===== src/hdl/rbs_pkg.sv =====
// Shared types and constants for the raised bevel shader.
package rbs_pkg;

    localparam int SAMPLE_W = 16;
    localparam int COORD_W  = 16;
    localparam int BEVEL_W  = 15;
    localparam int ADDR_W   = 5;
    localparam int DATA_W   = 32;
    localparam int NUM_W    = 26;
    localparam int QUO_W    = 17;
    localparam int RECIP_SH = 34;

    localparam logic [NUM_W-1:0] RECIP_510 = 26'd33686018;
    localparam logic [9:0]       DIV_510   = 10'd510;
    localparam logic [7:0]       C_STRONG  = 8'd190;
    localparam logic [7:0]       C_WEAK    = 8'd135;
    localparam logic [7:0]       C_FULL    = 8'd255;

    localparam logic [2:0] REG_IMAGE_WIDTH  = 3'd0;
    localparam logic [2:0] REG_IMAGE_HEIGHT = 3'd1;
    localparam logic [2:0] REG_SIDE_WIDTH   = 3'd2;
    localparam logic [2:0] REG_BEVEL_HEIGHT = 3'd3;
    localparam logic [2:0] REG_RAISE_MODE   = 3'd4;

    localparam logic [COORD_W-1:0] RST_IMAGE_WIDTH  = 16'd640;
    localparam logic [COORD_W-1:0] RST_IMAGE_HEIGHT = 16'd480;
    localparam logic [BEVEL_W-1:0] RST_SIDE_WIDTH   = 15'd6;
    localparam logic [BEVEL_W-1:0] RST_BEVEL_HEIGHT = 15'd6;
    localparam logic               RST_RAISE_MODE   = 1'b1;

    typedef logic [SAMPLE_W-1:0] t_sample;

    typedef struct packed {
        logic [COORD_W-1:0] column;
        logic [COORD_W-1:0] row;
        t_sample            red_in;
        t_sample            green_in;
        t_sample            blue_in;
    } t_pix_in;

    typedef struct packed {
        t_sample red_out;
        t_sample green_out;
        t_sample blue_out;
        logic    size_error;
    } t_pix_out;

    typedef struct packed {
        logic [COORD_W-1:0] image_width;
        logic [COORD_W-1:0] image_height;
        logic [BEVEL_W-1:0] side_width;
        logic [BEVEL_W-1:0] bevel_height;
        logic               raise_mode;
    } t_cfg;

    typedef struct packed {
        logic apply;
        logic heavy;
        logic pole_hi;
    } t_shade;

    typedef struct packed {
        logic s2;
        logic s3;
        logic s4;
    } t_stage_en;

endpackage


===== src/hdl/rbs_if.sv =====
// Valid/ready stream interfaces for the shader's pixel channels.
interface rbs_in_if;
    import rbs_pkg::*;
    logic    valid;
    logic    ready;
    t_pix_in data;
    modport source (output valid, output data, input ready);
    modport sink (input valid, input data, output ready);
endinterface

interface rbs_out_if;
    import rbs_pkg::*;
    logic     valid;
    logic     ready;
    t_pix_out data;
    modport source (output valid, output data, input ready);
    modport sink (input valid, input data, output ready);
endinterface


===== src/hdl/rbs_cfg.sv =====
// APB register file holding the image and bevel geometry and the raise mode.
module rbs_cfg (
    input  logic                       i_clk,
    input  logic                       i_rst_n,
    input  logic                       psel,
    input  logic                       penable,
    input  logic                       pwrite,
    input  logic [rbs_pkg::ADDR_W-1:0] paddr,
    input  logic [rbs_pkg::DATA_W-1:0] pwdata,
    output logic [rbs_pkg::DATA_W-1:0] prdata,
    output logic                       pready,
    output rbs_pkg::t_cfg              o_cfg
);
    import rbs_pkg::*;

    t_cfg       r_cfg;
    logic [2:0] w_idx;
    logic       w_wr;

    assign w_idx  = paddr[ADDR_W-1:2];
    assign w_wr   = psel && penable && pwrite;
    assign pready = 1'b1;
    assign o_cfg  = r_cfg;

    always_ff @(posedge i_clk) begin
        if (!i_rst_n) begin
            r_cfg.image_width  <= RST_IMAGE_WIDTH;
            r_cfg.image_height <= RST_IMAGE_HEIGHT;
            r_cfg.side_width   <= RST_SIDE_WIDTH;
            r_cfg.bevel_height <= RST_BEVEL_HEIGHT;
            r_cfg.raise_mode   <= RST_RAISE_MODE;
        end else if (w_wr) begin
            unique case (w_idx)
                REG_IMAGE_WIDTH:  r_cfg.image_width  <= pwdata[COORD_W-1:0];
                REG_IMAGE_HEIGHT: r_cfg.image_height <= pwdata[COORD_W-1:0];
                REG_SIDE_WIDTH:   r_cfg.side_width   <= pwdata[BEVEL_W-1:0];
                REG_BEVEL_HEIGHT: r_cfg.bevel_height <= pwdata[BEVEL_W-1:0];
                REG_RAISE_MODE:   r_cfg.raise_mode   <= pwdata[0];
                default: begin
                end
            endcase
        end
    end

    always_comb begin
        unique case (w_idx)
            REG_IMAGE_WIDTH:  prdata = DATA_W'(r_cfg.image_width);
            REG_IMAGE_HEIGHT: prdata = DATA_W'(r_cfg.image_height);
            REG_SIDE_WIDTH:   prdata = DATA_W'(r_cfg.side_width);
            REG_BEVEL_HEIGHT: prdata = DATA_W'(r_cfg.bevel_height);
            REG_RAISE_MODE:   prdata = DATA_W'(r_cfg.raise_mode);
            default:          prdata = '0;
        endcase
    end
endmodule


===== src/hdl/rbs_region.sv =====
// First pipeline stage: sample saturation and bevel region classification.
module rbs_region #(
    parameter int SAMPLE_BITS = 16
) (
    input  logic              i_clk,
    input  logic              i_en,
    input  rbs_pkg::t_cfg     i_cfg,
    input  rbs_pkg::t_pix_in  i_pix,
    output rbs_pkg::t_sample  o_red,
    output rbs_pkg::t_sample  o_green,
    output rbs_pkg::t_sample  o_blue,
    output rbs_pkg::t_shade   o_shade,
    output logic              o_err
);
    import rbs_pkg::*;

    localparam t_sample QMAX = SAMPLE_W'((17'(1) << SAMPLE_BITS) - 17'(1));

    t_sample r_red, r_green, r_blue;
    t_shade  r_shade;
    logic    r_err;
    t_shade  n_shade;
    logic    n_err;
    logic    w_fg_sel;

    logic signed [18:0] w_x, w_y, w_w, w_h, w_bw, w_bh, w_d;

    assign w_x  = signed'({3'b000, i_pix.column});
    assign w_y  = signed'({3'b000, i_pix.row});
    assign w_w  = signed'({3'b000, i_cfg.image_width});
    assign w_h  = signed'({3'b000, i_cfg.image_height});
    assign w_bw = signed'({4'b0000, i_cfg.side_width});
    assign w_bh = signed'({4'b0000, i_cfg.bevel_height});
    assign w_d  = w_h - w_y;

    function automatic t_sample clamp(input t_sample s);
        return (s > QMAX) ? QMAX : s;
    endfunction

    always_comb begin
        n_err = (i_cfg.image_width <= {i_cfg.side_width, 1'b0}) ||
                (i_cfg.image_height <= {i_cfg.bevel_height, 1'b0});
        n_shade.apply = 1'b0;
        n_shade.heavy = 1'b1;
        w_fg_sel      = 1'b1;
        if (!n_err && (w_x < w_w) && (w_y < w_h)) begin
            n_shade.apply = 1'b1;
            priority if (w_y < w_bh) begin
                priority if (w_x < w_y) begin
                    w_fg_sel = 1'b1;
                end else if (w_x < w_w - w_y) begin
                    n_shade.heavy = 1'b0;
                    w_fg_sel      = 1'b1;
                end else begin
                    w_fg_sel = 1'b0;
                end
            end else if (w_y < w_h - w_bh) begin
                priority if (w_x < w_bw) begin
                    w_fg_sel = 1'b1;
                end else if (w_x < w_w - w_bw) begin
                    n_shade.apply = 1'b0;
                end else begin
                    w_fg_sel = 1'b0;
                end
            end else begin
                priority if (w_x < w_d) begin
                    w_fg_sel = 1'b1;
                end else if (w_x < w_w - w_d) begin
                    n_shade.heavy = 1'b0;
                    w_fg_sel      = 1'b0;
                end else begin
                    w_fg_sel = 1'b0;
                end
            end
        end
        n_shade.pole_hi = ~(w_fg_sel ^ i_cfg.raise_mode);
    end

    always_ff @(posedge i_clk) begin
        if (i_en) begin
            r_red   <= clamp(i_pix.red_in);
            r_green <= clamp(i_pix.green_in);
            r_blue  <= clamp(i_pix.blue_in);
            r_shade <= n_shade;
            r_err   <= n_err;
        end
    end

    assign o_red   = r_red;
    assign o_green = r_green;
    assign o_blue  = r_blue;
    assign o_shade = r_shade;
    assign o_err   = r_err;
endmodule


===== src/hdl/rbs_blend.sv =====
// Three-stage blend of one channel toward its pole with rounded division by 255.
module rbs_blend #(
    parameter int SAMPLE_BITS = 16
) (
    input  logic                i_clk,
    input  rbs_pkg::t_stage_en  i_en,
    input  rbs_pkg::t_sample    i_px,
    input  rbs_pkg::t_shade     i_shade,
    output rbs_pkg::t_sample    o_px
);
    import rbs_pkg::*;

    localparam logic [NUM_W-1:0] QMAX =
        NUM_W'((27'(1) << SAMPLE_BITS) - 27'(1));
    localparam logic [NUM_W-1:0] POLE_STRONG = NUM_W'(QMAX * NUM_W'(C_FULL - C_STRONG));
    localparam logic [NUM_W-1:0] POLE_WEAK   = NUM_W'(QMAX * NUM_W'(C_FULL - C_WEAK));

    logic [NUM_W-1:0]   r_n2, r_n3;
    logic               r_apply2, r_apply3;
    t_sample            r_px2, r_px3, r_out4;
    logic [QUO_W-1:0]   r_q3;

    logic [NUM_W-1:0]   n_num;
    logic [2*NUM_W-1:0] w_prod;
    logic [NUM_W:0]     w_rem;
    logic [QUO_W-1:0]   n_q;

    always_comb begin
        n_num = NUM_W'(i_px) * NUM_W'(i_shade.heavy ? C_STRONG : C_WEAK);
        if (i_shade.pole_hi) begin
            n_num = n_num + (i_shade.heavy ? POLE_STRONG : POLE_WEAK);
        end
    end

    assign w_prod = (2*NUM_W)'(r_n2) * (2*NUM_W)'(RECIP_510);
    assign w_rem  = (NUM_W+1)'(r_n3) - (NUM_W+1)'(r_q3) * (NUM_W+1)'(DIV_510);
    assign n_q    = (w_rem >= (NUM_W+1)'(DIV_510)) ? r_q3 + QUO_W'(1) : r_q3;

    always_ff @(posedge i_clk) begin
        if (i_en.s2) begin
            r_n2     <= {n_num[NUM_W-2:0], 1'b0} + NUM_W'(C_FULL);
            r_apply2 <= i_shade.apply;
            r_px2    <= i_px;
        end
        if (i_en.s3) begin
            r_q3     <= w_prod[RECIP_SH +: QUO_W];
            r_n3     <= r_n2;
            r_apply3 <= r_apply2;
            r_px3    <= r_px2;
        end
        if (i_en.s4) begin
            r_out4 <= r_apply3 ? n_q[SAMPLE_W-1:0] : r_px3;
        end
    end

    assign o_px = r_out4;
endmodule


===== src/hdl/raised_bevel_shader.sv =====
// Top level of the raised bevel shader: register port, region stage and blend lanes.
//
//  Port     Dir  Handshake      Carries
//  i_pix    in   valid/ready    column, row, red_in, green_in, blue_in
//  o_pix    out  valid/ready    red_out, green_out, blue_out, size_error
//  APB      in   psel/penable   image_width, image_height, side_width, bevel_height, raise_mode
//
// Each word passes from input to output through one register stage for the
// region decode and three for the multiply, reciprocal multiply and correction.
// A new word is taken every cycle while the output is drained.
// Reset is synchronous; it clears the stage valid bits and loads the configuration registers with their defaults.
// A stall holds each full stage; empty stages still fill, so bubbles collapse.
module raised_bevel_shader #(
    parameter int SAMPLE_BITS = 16
) (
    input  logic                       i_clk,
    input  logic                       i_rst_n,
    input  logic                       psel,
    input  logic                       penable,
    input  logic                       pwrite,
    input  logic [rbs_pkg::ADDR_W-1:0] paddr,
    input  logic [rbs_pkg::DATA_W-1:0] pwdata,
    output logic [rbs_pkg::DATA_W-1:0] prdata,
    output logic                       pready,
    rbs_in_if.sink                     i_pix,
    rbs_out_if.source                  o_pix
);
    import rbs_pkg::*;

    t_cfg      w_cfg;
    t_sample   w_red1, w_green1, w_blue1;
    t_sample   w_red4, w_green4, w_blue4;
    t_shade    w_shade1;
    logic      w_err1;
    logic      r_v1, r_v2, r_v3, r_v4;
    logic      r_err2, r_err3, r_err4;
    logic      w_rdy1, w_rdy2, w_rdy3, w_rdy4;
    t_stage_en w_en;

    assign w_rdy4 = !r_v4 || o_pix.ready;
    assign w_rdy3 = !r_v3 || w_rdy4;
    assign w_rdy2 = !r_v2 || w_rdy3;
    assign w_rdy1 = !r_v1 || w_rdy2;
    assign w_en   = '{s2: w_rdy2, s3: w_rdy3, s4: w_rdy4};

    assign i_pix.ready = w_rdy1;

    always_ff @(posedge i_clk) begin
        if (!i_rst_n) begin
            r_v1 <= 1'b0;
            r_v2 <= 1'b0;
            r_v3 <= 1'b0;
            r_v4 <= 1'b0;
        end else begin
            if (w_rdy1) r_v1 <= i_pix.valid;
            if (w_rdy2) r_v2 <= r_v1;
            if (w_rdy3) r_v3 <= r_v2;
            if (w_rdy4) r_v4 <= r_v3;
        end
    end

    always_ff @(posedge i_clk) begin
        if (w_rdy2) r_err2 <= w_err1;
        if (w_rdy3) r_err3 <= r_err2;
        if (w_rdy4) r_err4 <= r_err3;
    end

    rbs_cfg u_cfg (
        .i_clk   (i_clk),
        .i_rst_n (i_rst_n),
        .psel    (psel),
        .penable (penable),
        .pwrite  (pwrite),
        .paddr   (paddr),
        .pwdata  (pwdata),
        .prdata  (prdata),
        .pready  (pready),
        .o_cfg   (w_cfg)
    );

    rbs_region #(.SAMPLE_BITS(SAMPLE_BITS)) u_region (
        .i_clk   (i_clk),
        .i_en    (w_rdy1),
        .i_cfg   (w_cfg),
        .i_pix   (i_pix.data),
        .o_red   (w_red1),
        .o_green (w_green1),
        .o_blue  (w_blue1),
        .o_shade (w_shade1),
        .o_err   (w_err1)
    );

    rbs_blend #(.SAMPLE_BITS(SAMPLE_BITS)) u_blend_red (
        .i_clk   (i_clk),
        .i_en    (w_en),
        .i_px    (w_red1),
        .i_shade (w_shade1),
        .o_px    (w_red4)
    );

    rbs_blend #(.SAMPLE_BITS(SAMPLE_BITS)) u_blend_green (
        .i_clk   (i_clk),
        .i_en    (w_en),
        .i_px    (w_green1),
        .i_shade (w_shade1),
        .o_px    (w_green4)
    );

    rbs_blend #(.SAMPLE_BITS(SAMPLE_BITS)) u_blend_blue (
        .i_clk   (i_clk),
        .i_en    (w_en),
        .i_px    (w_blue1),
        .i_shade (w_shade1),
        .o_px    (w_blue4)
    );

    assign o_pix.data  = '{red_out: w_red4, green_out: w_green4, blue_out: w_blue4,
                           size_error: r_err4};
    assign o_pix.valid = r_v4;
endmodule

===== src/flat_wrapper.sv =====
// flat-port wrapper written by rule: the top's interface ports become plain ports
module raised_bevel_shader_flat import rbs_pkg::*;
#(
    parameter int SAMPLE_BITS = 16
)
  (i_clk, i_rst_n, psel, penable, pwrite, paddr, pwdata, prdata, pready, i_pix_valid, i_pix_data, i_pix_ready, o_pix_valid, o_pix_data, o_pix_ready);
  rbs_in_if i_pix_i ();
  rbs_out_if o_pix_i ();
  input  logic i_clk;
  input  logic i_rst_n;
  input  logic psel;
  input  logic penable;
  input  logic pwrite;
  input  logic [rbs_pkg::ADDR_W-1:0] paddr;
  input  logic [rbs_pkg::DATA_W-1:0] pwdata;
  output logic [rbs_pkg::DATA_W-1:0] prdata;
  output logic pready;
  input wire logic [$bits(i_pix_i.valid)-1:0] i_pix_valid;
  input wire logic [$bits(i_pix_i.data)-1:0] i_pix_data;
  output wire logic [$bits(i_pix_i.ready)-1:0] i_pix_ready;
  output wire logic [$bits(o_pix_i.valid)-1:0] o_pix_valid;
  output wire logic [$bits(o_pix_i.data)-1:0] o_pix_data;
  input wire logic [$bits(o_pix_i.ready)-1:0] o_pix_ready;
  assign i_pix_i.valid = i_pix_valid;
  assign i_pix_i.data = i_pix_data;
  assign i_pix_ready = i_pix_i.ready;
  assign o_pix_valid = o_pix_i.valid;
  assign o_pix_data = o_pix_i.data;
  assign o_pix_i.ready = o_pix_ready;
  raised_bevel_shader #(.SAMPLE_BITS(SAMPLE_BITS)) u_core (.i_clk(i_clk), .i_rst_n(i_rst_n), .psel(psel), .penable(penable), .pwrite(pwrite), .paddr(paddr), .pwdata(pwdata), .prdata(prdata), .pready(pready), .i_pix(i_pix_i), .o_pix(o_pix_i));
endmodule

===== config.mk =====
export PLATFORM = sky130hd
export DESIGN_NAME = raised_bevel_shader_flat
export DESIGN_NICKNAME = d
export VERILOG_FILES = /design/src/hdl/rbs_pkg.sv /design/src/hdl/rbs_if.sv /design/src/hdl/rbs_cfg.sv /design/src/hdl/rbs_region.sv /design/src/hdl/rbs_blend.sv /design/src/hdl/raised_bevel_shader.sv /design/src/flat_wrapper.sv
export SDC_FILE = /design/constraint.sdc
export NUM_CORES = 2
export LEC_CHECK = 0
export BUFFER_PORTS_ARGS = -buffer_cell sky130_fd_sc_hd__clkbuf_2
export CELL_PAD_IN_SITES_DETAIL_PLACEMENT = 1
export CELL_PAD_IN_SITES_GLOBAL_PLACEMENT = 1
export CORE_UTILIZATION = 35
export DETAILED_ROUTE_END_ITERATION = 8
export GPL_ROUTABILITY_DRIVEN = 0
export GPL_TIMING_DRIVEN = 0
export PLACE_DENSITY = 0.58
export SLEW_MARGIN = 20
export SYNTH_ARGS = -nofsm -noshare
export SYNTH_HDL_FRONTEND = slang
export SYNTH_HIERARCHICAL = 1
export SYNTH_SLANG_ARGS = --single-unit

===== constraint.sdc =====
create_clock -name i_clk -period 10.8 [get_ports i_clk]
set_input_delay 1.08 -clock i_clk [delete_from_list [all_inputs] [get_ports i_clk]]
set_output_delay 1.08 -clock i_clk [all_outputs]
set_load 0.01 [all_outputs]

# Word-level counts from Yosys, hierarchy flattened
# Index checks and enable logic that the tools add are counted.
[word_totals]
reg_bits = 475
in_bits = 124
out_inout_bits = 84
wordCells = 139
[op_classes]
addsub = 17
mul = 9
magnitude_cmp = 18
n_eq_ne = 4
muxes = 30
bitwise_logic = 2
n_reduce_logical = 20
[op_table]
columns = ["op", "count"]
rows = [
  ["26-bit by 25-bit multiplier with 50-bit output, second input constant", 3],
  ["16-bit two-way mux", 6],
  ["27-bit by 9-bit greater-or-equal comparator with 1-bit output, second input constant", 3],
  ["26-bit by 26-bit subtractor with 27-bit output", 3],
  ["16-bit one-hot mux with 5 select lines", 1],
  ["26-bit by 8-bit adder with 26-bit output, second input constant", 3],
  ["24-bit by 23-bit adder with 25-bit output", 3],
  ["17-bit by 8-bit multiplier with 25-bit output, second input constant", 3],
  ["25-bit two-way mux", 3],
  ["16-bit by 8-bit multiplier with 24-bit output", 3],
  ["17-bit less-than comparator", 3],
  ["16-bit by 1-bit adder with 16-bit output, second input constant", 3],
  ["16-bit > comparator, second input constant", 3],
  ["16-bit less-than comparator", 3],
  ["17-bit by 19-bit less-than comparator with 1-bit output", 2],
  ["16-bit by 15-bit subtractor with 17-bit output", 2],
  ["16-bit by 16-bit subtractor with 17-bit output", 2],
  ["16-bit <= comparator", 2],
  ["16-bit by 15-bit less-than comparator with 1-bit output", 2],
  ["22-bit two-way mux", 1],
  ["17-bit by 19-bit subtractor with 19-bit output", 1],
  ["1-bit two-way mux", 18],
  ["2-bit AND reduction", 5],
  ["3-bit by 2-bit == test with 1-bit output, second input constant", 2],
  ["other kinds (9)", 20],
]

# Longest topological paths before layout
[depth]
word_depth = 9
ltp_mapped = 36
mapped_depth_nobuf = 35

# By module
# The synthesis kept the hierarchy.
[by_module_without_submodules]
columns = ["module", "instances", "cells_each", "area_per_inst_um2", "seq_area_each_um2"]
rows = [
  ["rbs_blend at u_core.u_blend_blue", 1, 1694, 16574.6, 3513.4],
  ["rbs_blend at u_core.u_blend_green", 1, 1652, 16276.9, 3513.4],
  ["rbs_blend at u_core.u_blend_red", 1, 1650, 16161.8, 3513.4],
  ["rbs_region", 1, 1003, 8824.7, 1561.5],
  ["rbs_cfg", 1, 302, 3130.5, 1261.2],
  ["raised_bevel_shader", 1, 21, 261.5, 170.2],
]

# Least setup slack after synthesis
# No wires, ideal clock.
[synth_timing]
kind = "register to register"
startpoint = "register u_core.u_blend_green.r_q3[3]"
endpoint = "register u_core.u_blend_green.r_out4[0], in the netlist u_core/u_blend_green/o_px[0] (data pin)"
setup_ns = 0.260
arrival_time_ns = 7.779
required_time_ns = 10.540
slack_ns = 2.761
stages_incl_launch_ff = 33
n_path_buf = 1
period_less_slack_ns = 8.039
cell_sequence = "edfxtp_1 -> inv_1 -> fa_1 -> inv_1 -> fa_1 -> fa_1 -> inv_1 -> fa_1 -> inv_1 -> ha_1 -> inv_1 -> o21bai_1 -> a21oi_1 -> o21bai_1 -> a21oi_1 -> o211a_1 -> a2111oi_0 -> o31ai_1 -> o21bai_1 -> a21oi_1 -> xor2_1 -> ha_1 -> o22ai_1 -> nor4_1 -> o311ai_0 -> a221o_1 -> or4_1 -> or4_1 -> nor4_2 -> buf_4 -> nand2_1 -> xor2_1 -> mux2_2"
[synth_via]
elab_chain_len = 5
[synth_lines]
columns = ["item", "line", "source"]
rows = [
  ["start, declared", "rbs_blend.sv:21", "logic [QUO_W-1:0] r_q3;"],
  ["start signal, assigned", "rbs_blend.sv:46", "r_q3 <= w_prod[RECIP_SH +: QUO_W];"],
  ["17-bit by 8-bit multiplier with 25-bit output", "rbs_blend.sv:36", "assign w_rem = (NUM_W+1)'(r_n3) - (NUM_W+1)'(r_q3) * (NUM_W+1)'(DIV_510);"],
  ["26-bit by 26-bit subtractor with 27-bit output", "rbs_blend.sv:36", ""],
  ["27-bit by 9-bit greater-or-equal comparator with 1-bit output", "rbs_blend.sv:37", "assign n_q = (w_rem >= (NUM_W+1)'(DIV_510)) ? r_q3 + QUO_W'(1) : r_q3;"],
  ["16-bit two-way mux", "rbs_blend.sv:37", ""],
  ["16-bit two-way mux", "rbs_blend.sv:52", "r_out4 <= r_apply3 ? n_q[SAMPLE_W-1:0] : r_px3;"],
  ["end signal, assigned", "rbs_blend.sv:52", ""],
  ["end, declared", "rbs_blend.sv:20", "t_sample r_px2, r_px3, r_out4;"],
]
# Every way passes these cells.
# A chain may end at the register's enable or synchronous reset.

# Worst setup path in the final report
[layout_timing]
startpoint = "register u_core.u_blend_red.r_q3[3]"
endpoint = "register u_core.u_blend_red.r_out4[11], in the netlist u_core/u_blend_red/o_px[11] (data pin)"
[layout_via]
elab_chain_len = 5
word_cells_on_any_way = 6
classes_between = "2 x add/sub; 1 x mul; 1 x order compare; 2 x mux"
[layout_lines]
columns = ["item", "line"]
rows = [
  ["start, declared", "rbs_blend.sv:21"],
  ["start signal, assigned", "rbs_blend.sv:46"],
  ["17-bit by 8-bit multiplier with 25-bit output", "rbs_blend.sv:36"],
  ["26-bit by 26-bit subtractor with 27-bit output", "rbs_blend.sv:36"],
  ["27-bit by 9-bit greater-or-equal comparator with 1-bit output", "rbs_blend.sv:37"],
  ["16-bit two-way mux *", "rbs_blend.sv:37"],
  ["16-bit two-way mux *", "rbs_blend.sv:52"],
  ["end signal, assigned", "rbs_blend.sv:52"],
  ["end, declared", "rbs_blend.sv:20"],
]
# Every way passes the cells marked *; elsewhere a longest branch is shown, timed or not.

==> impl_results.md <==
* Num rows at roughly 150
* Final Cycle Share at ~93%
* I/O pin count at 208
* Max FO, Critical Path at 10
* Post-Syn Area at approximately 0.061 mm^2
* Setup Buffers After CTS at 0
* Commonest non-fill, non-tap cell in the layout: inv_1
* Via/cell ratio at around 5.1
* Clk_skew at about 32 ps
* RSZ-0062 raised after global routing: false
* Slew headroom at 25.2%
* Register area at 0.0135 mm^2
* Vias in the first global route at 49,800
* Post-synth cell types at 141
* Crit path buf inv count at 5
* Final setup vio count at 0
* Final WL at about 170,000 um
* Fmax achieved at 0.0992 GHz
* Clk root buf: clkbuf_16
* Clock Latency Late Sink at ~690 ps
* Critical path endpoint category: register
* Data required, critical path at roughly 11,000 ps
* Starting Density at 35.2%
* Cts repair resizes at 0
* CTS tree: done
* Antenna Nets Post-Route at 0
* Area Growth Syn to Fin at 9.93%
* Drt pass-1 iters at 5
* Initial antenna violation count at 4
* Slew Viols, Final at 0
* Hold Crit Class: reg -> reg
* Layout fillers at around 20,000
* Top_reg_cell synth: edfxtp_1
* Layout cell share with drive strength beyond 1 at 6.97%
* Setup TNS Final at 0 ps
* Die area at 0.177 mm^2
* CORE AREA at 0.174 mm^2
* Post-Syn Instances at between 6,000 and 7,000
* Total CTS buffers at 60
* Largest stage delay, worst path at around 830 ps
* Area of the multi-input gates at 0.0428 mm^2
* GR Util All Layers at approximately 20%
* Drt first-iter violations at between 1,500 and 2,000
* Post-DP HPWL at approximately 150,000 um
* Chip width at approximately 420 um
* Yosys warnings at 6
* Nets at approximately 8,300
* H-tree Lvls at 2
* Final Hold Violating Endpoints at 0
* Startpoint types: register
* Routed wire per std cell at between 15 and 20 um
* #FFs+latches synth at 473
* Cts hold-fix bufs at 0
* Max Cap Viol at 0
* Die Y at 420 um
* Vias at between 40,000 and 50,000
* Crit-path slowest cell: o311ai_0
* Reg clk slew, reported paths at around 60 ps
* # clock sinks at between 400 and 500
* Most frequent cells in the layout: 1,162 x inv_1, 1,061 x ha_1, 494 x fa_1
* Mean Syn Cell Area at 9.69 um^2
* Worst EP arrival at ~11,000 ps
* Clock buffer depth at 3
* DRC Markers at 0
* Crit path kind: reg -> reg
* Seq/Total Area, Yosys at 22.1%
* Number of flops mapped to enable cells by yosys at just over 400
* Largest net degree at the start of global routing at between 90 and 100
* Post-synth ARST share at 0%
* GRT overflow at 0
* Global-route wire length before repair at 275,000 um
* Crit-path leading delay family: compound AO/OA/AOI/OAI gates
* I/O Buffers at 170
* Worst-Margin Slew at 1120 ps
* Minimum clock period after layout at 10,080 ps
* Status: finished, final reports clean
==> logic make-up (layout without fill, tap and decap cells) <==
| family | Yosys count | in the layout | share of synthesized area, % |
|---|---|---|---|
| other | 5 | 23 | 0.0307 |
| AO/OA/AOI/OAI | 1210 | 1210 | 13.5 |
| AND/OR/NAND/NOR | 1381 | 1381 | 11.7 |
| multiplexers | 92 | 92 | 1.81 |
| flip-flops | 473 | 473 | 22.1 |
| buffers and inverters | 1266 | 1554 | 8.08 |
| XOR/XNOR | 336 | 336 | 4.83 |
| adder cells (fa/ha/maj) | 1559 | 1559 | 37.9 |
==> path summary, 6_finish.rpt <==
| kind | start | end | slack, ps | depth (start not counted) |
|---|---|---|---|---|
| min | u_core/u_blend_red/r_px2[8] | u_core/u_blend_red/r_px3[8] | 400 | 0 |
| max reg2reg | u_core/u_blend_red/r_q3[3] | u_core/u_blend_red/o_px[11] | 720 | 31 |
| min reg2reg | u_core/u_blend_red/r_px2[8] | u_core/u_blend_red/r_px3[8] | 400 | 0 |
| max | u_core/u_blend_red/r_q3[3] | u_core/u_blend_red/o_px[11] | 720 | 31 |
==> cell type report <==
type	instances	area share, %
Buffer	99	0.844
Clock inverter	42	0.654
Inverter	1167	6.53
Multi-Input combinational cell	4598	63.6
Tap cell	2325	4.32
Sequential cell	473	20.1
Timing Repair Buffer	177	1.51
Antenna cell	3	0.0112
Clock buffer	69	2.41
==> state kept, by name (all words and copies together) (netlist names), 3 cells and up <==
signal / cells
u_core/u_blend_blue/r_n2: 25
u_core/u_blend_red/r_px3: 16
u_core/u_blend_blue/r_px2: 16
u_core/u_blend_red/r_n2: 25
u_core/u_region/o_shade: 3
u_core/u_cfg/o_cfg: 63
u_core/u_blend_green/r_n2: 25
u_core/u_blend_red/o_px: 16
u_core/u_blend_blue/o_px: 16
u_core/u_blend_blue/r_px3: 16
u_core/u_blend_red/r_px2: 16
u_core/u_blend_green/o_px: 16
u_core/u_blend_red/r_q3: 17
u_core/u_blend_green/r_q3: 17
u_core/u_blend_green/r_px2: 16
u_core/u_blend_red/r_n3: 25
u_core/u_blend_blue/r_n3: 25
u_core/u_blend_green/r_n3: 25
u_core/u_region/o_blue: 16
u_core/u_region/o_red: 16
u_core/u_region/o_green: 16
u_core/u_blend_green/r_px3: 16
u_core/u_blend_blue/r_q3: 17
==> synth_stat cells (all sizes together) (12+ instances only) <==
master      n  area, um^2
edfxtp    406       12200
and2       42         265
or4        18         139
nor2      299        1130
mux2i      69         691
o211ai     58         445
nand2b     54         338
a2111oi    25         244
clkbuf     47         176
and3       45         282
dfxtp      67        1340
o31ai      31         238
inv      1166        4380
o2111ai    20         175
fa        494        9890
ha       1061       13300
o22ai      16         100
o21a       84         631
nor3b      19         158
a21boi     29         218
a41oi      12         105
buf        52         392
a21oi     293        1480
o21bai     29         229
a21o      120         901
nand4      48         315
xor2      117        1020
and4       13         114
nor3      117         602
nand2     353        1330
or3        46         303
nor2b      82         513
nor4       33         300
a211o      32         289
a211oi     58         485
o21ai     214        1090
a31oi      59         369
or2        30         190
xnor2     219        1930
nand3b     13         110
nand3     125         648
mux4       14         315
==> per-stage QoR <==
| stage | util [%] | cells | hold WS [ps] | cell area (um^2) | setup WS, ps |
|---|---|---|---|---|---|
| after floorplan | - | 6337 | 400 | 61300 | 2760 |
| after global placement | 37.4 | 8832 | 401 | 65000 | 715 |
| after detailed placement | 37.5 | 8839 | 406 | 65200 | 770 |
| after CTS | 38.7 | 8950 | 410 | 67300 | 718 |
| after global routing | 38.7 | 8953 | 419 | 67300 | 205 |
| final | 38.7 | 8953 | 397 | 67300 | 723 |
==> routing by layer <==
metal,vias up,track usage [%],wire length (um)
met4,0,5.19,4580
li1,22400,-,-
met1,22900,25.2,79000
met2,369,36.2,87200
met5,-,0,0
met3,174,1.38,2900
Power is left out: the tool's default activity adds up to more than one toggle a clock period on the data nets, which glitch-free logic cannot reach.
